[src/rtl/cbm8k_pkg.sv]
// ----------------------------------------------------------------------------
// cbm8k_pkg
// shared constants and types for the 8 KiB page cartridge bank mapper
// ----------------------------------------------------------------------------
package cbm8k_pkg;

   localparam int BANK_BITS   = 11;
   localparam int NUM_PAGES   = 6;
   localparam int PAGE_SEL_W  = 3;
   localparam int ADDR_W      = 16;
   localparam int DATA_W      = 8;
   localparam int KIND_W      = 2;
   localparam int ROM_ADDR_W  = 24;
   localparam int OFFSET_W    = 13;
   localparam int MASK_W      = 11;
   localparam int OUTER_W     = 8;
   localparam int CALC_W      = 12;
   localparam int CSR_ADDR_W  = 3;
   localparam int CSR_DATA_W  = 32;

   localparam logic [ADDR_W-1:0] REG_OUTER     = 16'hFFF0;
   localparam logic [ADDR_W-1:0] REG_PAIR_A    = 16'hFFFE;
   localparam logic [ADDR_W-1:0] REG_PAIR_B    = 16'hFFFF;
   localparam logic [ADDR_W-1:0] RAM_BASE      = 16'hC000;
   localparam logic [ADDR_W-1:0] MIRROR_TOGGLE = 16'h2000;
   localparam logic [3:0]        PAIR_SEL_MASK = 4'hF;

   localparam logic [MASK_W-1:0] MASK_RESET    = 11'd63;

   localparam logic [KIND_W-1:0] KIND_ROM_READ  = 2'd0;
   localparam logic [KIND_W-1:0] KIND_RAM_READ  = 2'd1;
   localparam logic [KIND_W-1:0] KIND_RAM_WRITE = 2'd2;
   localparam logic [KIND_W-1:0] KIND_NO_EFFECT = 2'd3;

   localparam logic CSR_IDX_ROM_BANK_MASK = 1'b0;

   typedef logic [BANK_BITS-1:0] bank_type;

endpackage

[src/rtl/cartridge_bank_mapper_8k.sv]
// ----------------------------------------------------------------------------
// cartridge_bank_mapper_8k
// translates cpu bus accesses through six 8 KiB rom pages and an outer block
// ----------------------------------------------------------------------------
// pipeline: an accepted request passes the input register, then the result
//   register; rsp_stall high holds the result there
// throughput: one item per cycle unless stalled; bank update, lookup in one pass
// reset: synchronous, clears both stages, pages to 0,1,2,3,0,1, outer bank
//   to zero and the rom bank mask to 63
module cartridge_bank_mapper_8k (
   input  logic                                clock,
   input  logic                                reset,
   input  logic                                req_valid,
   output logic                                req_stall,
   input  logic                                req_opcode,
   input  logic [cbm8k_pkg::ADDR_W-1:0]        req_address,
   input  logic [cbm8k_pkg::DATA_W-1:0]        req_write_data,
   output logic                                rsp_valid,
   input  logic                                rsp_stall,
   output logic [cbm8k_pkg::KIND_W-1:0]        rsp_kind,
   output logic [cbm8k_pkg::ROM_ADDR_W-1:0]    rsp_rom_address,
   output logic [cbm8k_pkg::ADDR_W-1:0]        rsp_ram_address,
   output logic [cbm8k_pkg::ADDR_W-1:0]        rsp_mirror_address,
   output logic [cbm8k_pkg::DATA_W-1:0]        rsp_ram_data,
   input  logic                                psel,
   input  logic                                penable,
   input  logic                                pwrite,
   input  logic [cbm8k_pkg::CSR_ADDR_W-1:0]    paddr,
   input  logic [cbm8k_pkg::CSR_DATA_W-1:0]    pwdata,
   output logic [cbm8k_pkg::CSR_DATA_W-1:0]    prdata,
   output logic                                pready
);
   import cbm8k_pkg::*;

   localparam int ROM_FULL_W = BANK_BITS + OFFSET_W;

   function automatic bank_type mask_bank(input logic [CALC_W-1:0] b,
                                          input logic [MASK_W-1:0] m);
      logic [CALC_W-1:0] t;
      t = b & CALC_W'(m);
      return BANK_BITS'(t);
   endfunction

   // configuration
   logic [MASK_W-1:0]  mask_ff, mask_in;
   logic               csr_wr;

   // input stage
   logic               in_valid_ff, in_valid_in;
   logic               in_op_ff;
   logic [ADDR_W-1:0]  in_addr_ff;
   logic [DATA_W-1:0]  in_data_ff;

   // state
   bank_type           page_ff [NUM_PAGES];
   bank_type           page_in [NUM_PAGES];
   logic [OUTER_W-1:0] outer_ff, outer_in;

   // result stage
   logic                  out_valid_ff, out_valid_in;
   logic [KIND_W-1:0]     kind_ff, kind_in;
   logic [ROM_ADDR_W-1:0] rom_ff, rom_in;
   logic [ADDR_W-1:0]     ram_ff, ram_in;
   logic [ADDR_W-1:0]     mirror_ff, mirror_in;
   logic [DATA_W-1:0]     rdata_ff, rdata_in;

   logic                  out_ready;
   logic                  advance;
   logic                  req_take;
   logic [PAGE_SEL_W-1:0] slot;
   bank_type              bank_rd;
   logic [ROM_FULL_W-1:0] rom_full;
   logic [CALC_W-1:0]     outer_base;
   logic [CALC_W-1:0]     pair_base;
   logic                  is_ram;

   assign pready   = 1'b1;
   assign csr_wr   = psel & penable & pwrite & pready
                     & (paddr[CSR_ADDR_W-1] == CSR_IDX_ROM_BANK_MASK);
   assign mask_in  = csr_wr ? MASK_W'(pwdata) : mask_ff;
   assign prdata   = (paddr[CSR_ADDR_W-1] == CSR_IDX_ROM_BANK_MASK)
                     ? CSR_DATA_W'(mask_ff) : '0;

   assign out_ready   = !out_valid_ff || !rsp_stall;
   assign advance     = in_valid_ff && out_ready;
   assign req_stall   = in_valid_ff && !out_ready;
   assign req_take    = req_valid && !req_stall;
   assign in_valid_in = req_take || (in_valid_ff && !advance);
   assign out_valid_in = advance || (out_valid_ff && rsp_stall);

   assign is_ram     = in_addr_ff >= RAM_BASE;
   assign slot       = in_addr_ff[ADDR_W-1 -: PAGE_SEL_W];
   assign rom_full   = {bank_rd, in_addr_ff[OFFSET_W-1:0]};
   assign outer_base = {2'b00, in_data_ff, 2'b00};
   assign pair_base  = {2'b00, outer_ff, 2'b00}
                       + CALC_W'({(in_data_ff[3:0] & PAIR_SEL_MASK), 1'b0});

   always_comb begin
      case (slot)
         3'd0: bank_rd = page_ff[0];
         3'd1: bank_rd = page_ff[1];
         3'd2: bank_rd = page_ff[2];
         3'd3: bank_rd = page_ff[3];
         3'd4: bank_rd = page_ff[4];
         3'd5: bank_rd = page_ff[5];
         default: bank_rd = '0;
      endcase
   end

   always_comb begin
      for (int i = 0; i < NUM_PAGES; i++) begin
         page_in[i] = page_ff[i];
      end
      outer_in  = outer_ff;
      kind_in   = KIND_ROM_READ;
      rom_in    = '0;
      ram_in    = '0;
      mirror_in = '0;
      rdata_in  = '0;
      if (!in_op_ff) begin
         if (!is_ram) begin
            kind_in = KIND_ROM_READ;
            rom_in  = ROM_ADDR_W'(rom_full);
         end else begin
            kind_in = KIND_RAM_READ;
            ram_in  = in_addr_ff;
         end
      end else begin
         if (in_addr_ff == REG_OUTER) begin
            outer_in   = in_data_ff;
            page_in[0] = mask_bank(outer_base, mask_ff);
            page_in[1] = mask_bank(outer_base + CALC_W'(1), mask_ff);
            page_in[2] = mask_bank(outer_base + CALC_W'(2), mask_ff);
            page_in[3] = mask_bank(outer_base + CALC_W'(3), mask_ff);
            page_in[4] = mask_bank(outer_base, mask_ff);
            page_in[5] = mask_bank(outer_base + CALC_W'(1), mask_ff);
         end else if (in_addr_ff == REG_PAIR_A) begin
            page_in[2] = mask_bank(pair_base, mask_ff);
            page_in[3] = mask_bank(pair_base + CALC_W'(1), mask_ff);
         end else if (in_addr_ff == REG_PAIR_B) begin
            page_in[4] = mask_bank(pair_base, mask_ff);
            page_in[5] = mask_bank(pair_base + CALC_W'(1), mask_ff);
         end
         if (is_ram) begin
            kind_in   = KIND_RAM_WRITE;
            ram_in    = in_addr_ff;
            mirror_in = in_addr_ff ^ MIRROR_TOGGLE;
            rdata_in  = in_data_ff;
         end else begin
            kind_in = KIND_NO_EFFECT;
         end
      end
   end

   always_ff @(posedge clock) begin
      if (reset) begin
         mask_ff      <= MASK_RESET;
         in_valid_ff  <= 1'b0;
         out_valid_ff <= 1'b0;
         outer_ff     <= '0;
         page_ff[0]   <= BANK_BITS'(0);
         page_ff[1]   <= BANK_BITS'(1);
         page_ff[2]   <= BANK_BITS'(2);
         page_ff[3]   <= BANK_BITS'(3);
         page_ff[4]   <= BANK_BITS'(0);
         page_ff[5]   <= BANK_BITS'(1);
      end else begin
         mask_ff      <= mask_in;
         in_valid_ff  <= in_valid_in;
         out_valid_ff <= out_valid_in;
         if (advance) begin
            outer_ff <= outer_in;
            for (int i = 0; i < NUM_PAGES; i++) begin
               page_ff[i] <= page_in[i];
            end
         end
      end
   end

   always_ff @(posedge clock) begin
      if (req_take) begin
         in_op_ff   <= req_opcode;
         in_addr_ff <= req_address;
         in_data_ff <= req_write_data;
      end
      if (advance) begin
         kind_ff   <= kind_in;
         rom_ff    <= rom_in;
         ram_ff    <= ram_in;
         mirror_ff <= mirror_in;
         rdata_ff  <= rdata_in;
      end
   end

   assign rsp_valid          = out_valid_ff;
   assign rsp_kind           = kind_ff;
   assign rsp_rom_address    = rom_ff;
   assign rsp_ram_address    = ram_ff;
   assign rsp_mirror_address = mirror_ff;
   assign rsp_ram_data       = rdata_ff;

endmodule

[config.mk]
export PLATFORM = sky130hd
export DESIGN_NAME = cartridge_bank_mapper_8k
export DESIGN_NICKNAME = d
export VERILOG_FILES = /design/src/rtl/cbm8k_pkg.sv /design/src/rtl/cartridge_bank_mapper_8k.sv
export SDC_FILE = /design/constraint.sdc
export NUM_CORES = 1
export LEC_CHECK = 0
export BUFFER_PORTS_ARGS = -buffer_cell sky130_fd_sc_hd__buf_4
export CAP_MARGIN = 15
export CORE_ASPECT_RATIO = 1.1
export CORE_MARGIN = 2
export CORE_UTILIZATION = 48
export CTS_BUF_LIST = sky130_fd_sc_hd__clkbuf_4
export DETAILED_ROUTE_END_ITERATION = 10
export GPL_ROUTABILITY_DRIVEN = 0
export GPL_TIMING_DRIVEN = 0
export PLACE_DENSITY = 0.75
export SYNTH_ARGS = -nofsm -noshare
export SYNTH_HDL_FRONTEND = slang
export SYNTH_SLANG_ARGS = --single-unit
[constraint.sdc]
create_clock -name clock -period 8.3 [get_ports clock]
set_input_delay 0 -clock clock [delete_from_list [all_inputs] [get_ports clock]]
set_output_delay 0 -clock clock [all_outputs]
set_load 0.01 [all_outputs]
==> results_dict.tcl <==
set metrics [dict create \
    synth_edf_count 122 \
    worst_path_largest_cell_delay_ns 0.57 \
    cts_tree "yes" \
    rsz0062_at_grt "false" \
    holdPathEnd "mask_ff[6]" \
    die_h_um 120 \
    wirelength_um 12700 \
    hold_class "primary input to flip-flop" \
    drive_above_1_share 0.271 \
    io_pins 168 \
    cts.sinks 143 \
    arrival_ns 3.36 \
    yosysWarningCount 0 \
    ys_ff_latch 143 \
    max_cap_viol_count 0 \
    hpwl_um 9000 \
    dp.cells 742 \
    grt_overflow_total 0 \
    drc 0 \
    clk-insertion-delay-late_ns 0.52 \
    tightest_slew_ns 1.07 \
    ys_types 42 \
    fin_crit_ns 3.20 \
    hold_buffers 42 \
    grt_pass1_vias 3943 \
    fin_setup_tns_ns 0 \
    fin_nets 722 \
    min_path_cells 5 \
    vdd_drop_max_uv 104 \
    grt_pass1_wl_um 19300 \
    r2r_slack_ns 5.10 \
    synthArstFlopShare 0 \
    grt_usage 0.198 \
    synth_top_cell_by_area "edfxtp_1" \
    r2r-end "page_ff[5][6]" \
    synthMostInstantiatedCell "edfxtp_1" \
    grt_antenna_before_repair 1 \
    die_w_um 110 \
    clockRootBuffer "clkbuf_4" \
    status "completed" \
    cp_slowest_cell "a311o_1" \
    clock_path_buffers 2 \
    crit_path_end_kind "flip-flop" \
    cts_made_buffers 17 \
    reg2regPathDepth 6 \
    setup_viol 0 \
    core-area_sq_mm 0.0120 \
    clkTransAtPathRegs_ns 0.11 \
    dieArea_sq_mm 0.0132 \
    syn-cell-area_sq_mm 0.00591 \
    crit_fanout 11 \
    period_share 0.386 \
    r2r-start "in_addr_ff[15]" \
    drt-pass1-iter-count 4 \
    drv_slew 0 \
    required_ns 8.46 \
    yosysTopAreaCellShare 0.620 \
    yosysSeqAreaShare 0.691 \
    crit_chain "clkbuf_1, nand4_1, or4_1, clkbuf_2, nor2_2, a311o_1" \
    synth_flop_cell "edfxtp_1" \
    final_cells 815 \
    fin_worst_skew_ns 0.0141 \
    avgSynthCellArea_sq_um 13.3 \
    cts_htree_levels 4 \
    drt_iter0_markers 265 \
    cp-start-kind "flip-flop" \
    hold_start "penable" \
    ys_top_cells_by_area "edfxtp_1 62%, dfxtp_1 7.1%, and2_1 4.8%, buf_4 2.8%, nand2_1 2.8%" \
    holdWs_ns 0.110 \
    syn-instance-count 444 \
    fillers 900 \
    setup_slack_ns 5.10 \
    ant_nets 0 \
    area_growth_pct 33.3 \
    io_buffers 122 \
    synthTopCellsByCount "122 x edfxtp_1, 45 x and2_1, 44 x nand2_1" \
    wl_per_cell_um 15.6 \
    cts_resized 0 \
    relSlewSlack 0.278 \
    timing.fmax_mhz 312 \
    pwr_density_cell_mw_per_mm2 186 \
    grt_max_degree 45 \
    power_leakage_uw 0.00317 \
    p_total_uw 1470 \
    pre_cts_slack_ns 5.10 \
    finalHoldViolCount 0 \
    post_cts_buffers 0 \
    vias 4035 \
    rows 42 \
    start_util 0.491 \
    avgViaCountPerCell 4.95 \
    worstSetupPathType "flip-flop to flip-flop" \
]
cells in the final DEF (no fill, tap or decap), types with 2 or more instances in the layout:
master and n:
clkinv_4 2, a21oi_1 13, clkinv_1 3, and2_1 44
dfxtp_1 21, dlygate4sd3_1 42, bufinv_16 5, nor3_1 5
nand2_1 44, nand2b_1 13, a22oi_1 2, edfxtp_1 122
nand3_1 2, buf_4 144, o2111ai_1 2, mux2i_1 15
o21ai_0 13, nand4_1 4, clkinv_2 2, nand3b_1 6
o211ai_1 4, xor2_1 2, clkbuf_1 20, or4_1 2
inv_1 7, nor2b_1 18, ha_1 5, nor4_1 2
xnor2_1 3, and3_1 24, a211oi_1 2, nor2_1 9
conb_1 22, clkbuf_4 17
how the worst max path moves through the flow:
stage	from	end	cells past startpoint
floorplan	in_addr_ff[0]	page_ff[5][0]	5
global placement	in_addr_ff[15]	page_ff[5][0]	6
detailed placement	in_addr_ff[15]	page_ff[5][0]	6
CTS	in_addr_ff[15]	page_ff[5][6]	6
global route	in_addr_ff[15]	page_ff[5][5]	6
finish	in_addr_ff[15]	page_ff[5][6]	6
state kept, by name (all words and copies together), names as in the netlist:
name                cells
page_ff                31
rsp_rom_address        24
in_addr_ff             16
rsp_mirror_address     16
rsp_ram_address        16
mask_ff                11
in_data_ff              8
outer_ff                8
rsp_ram_data            8
rsp_kind                2
in_op_ff                1
in_valid_ff             1
rsp_valid               1
report_power, final:
part	switching (uW)	internal, uW	leakage [uW]
sequential	16.3	813	0.00134
combinational	67.8	73.5	0.00167
clock	232	263	0.000170
total	316	1150	0.00317
worst max-delay path: cells and delay by family, from the launching register on:
kind,cells,cell delay (ns)
compound gates,1,0.57
flops,1,0.33
buf+inv,2,0.68
simple gates,3,1.26
cell families after synthesis:
kind of cell,count (synthesis),share of synthesized area
and+or+nand+nor,182,0.173
other,2,0.00127
xor gates and xnor gates,5,0.00741
adders and majority gates,6,0.0140
muxes,15,0.0254
DFF,143,0.691
buffers and inverters,50,0.0459
AOI/OAI and AO/OA,41,0.0421
final cells by class:
type                            count  area (sq um)  area share
Inverter                            7          26.3     0.00333
Sequential cell                   143          4080       0.518
Clock inverter                     13           196      0.0249
Multi-Input combinational cell    271          1640       0.208
Timing Repair Buffer              166          1370       0.174
Tap cell                          154           193      0.0244
Buffer                             43           245      0.0311
Clock buffer                       17           128      0.0162
Antenna cell                        1          2.50    0.000317
through the flow:
stage,util,cell area [sq um]
6_report,0.655,7880
5_1_grt,0.655,7880
4_1_cts,0.655,7880
3_5_place_dp,0.593,7140
3_3_place_gp,0.590,7100
2_1_floorplan,-,5990
layer usage:
layer,part of all wire,vias to the layer above,track usage
li1,-,1954,-
met1,0.38,1903,0.224
met2,0.54,161,0.362
met3,0.060,17,0.0388
met4,0.017,0,0.0720
met5,0,-,0
(Power assumes the default switching activity.)
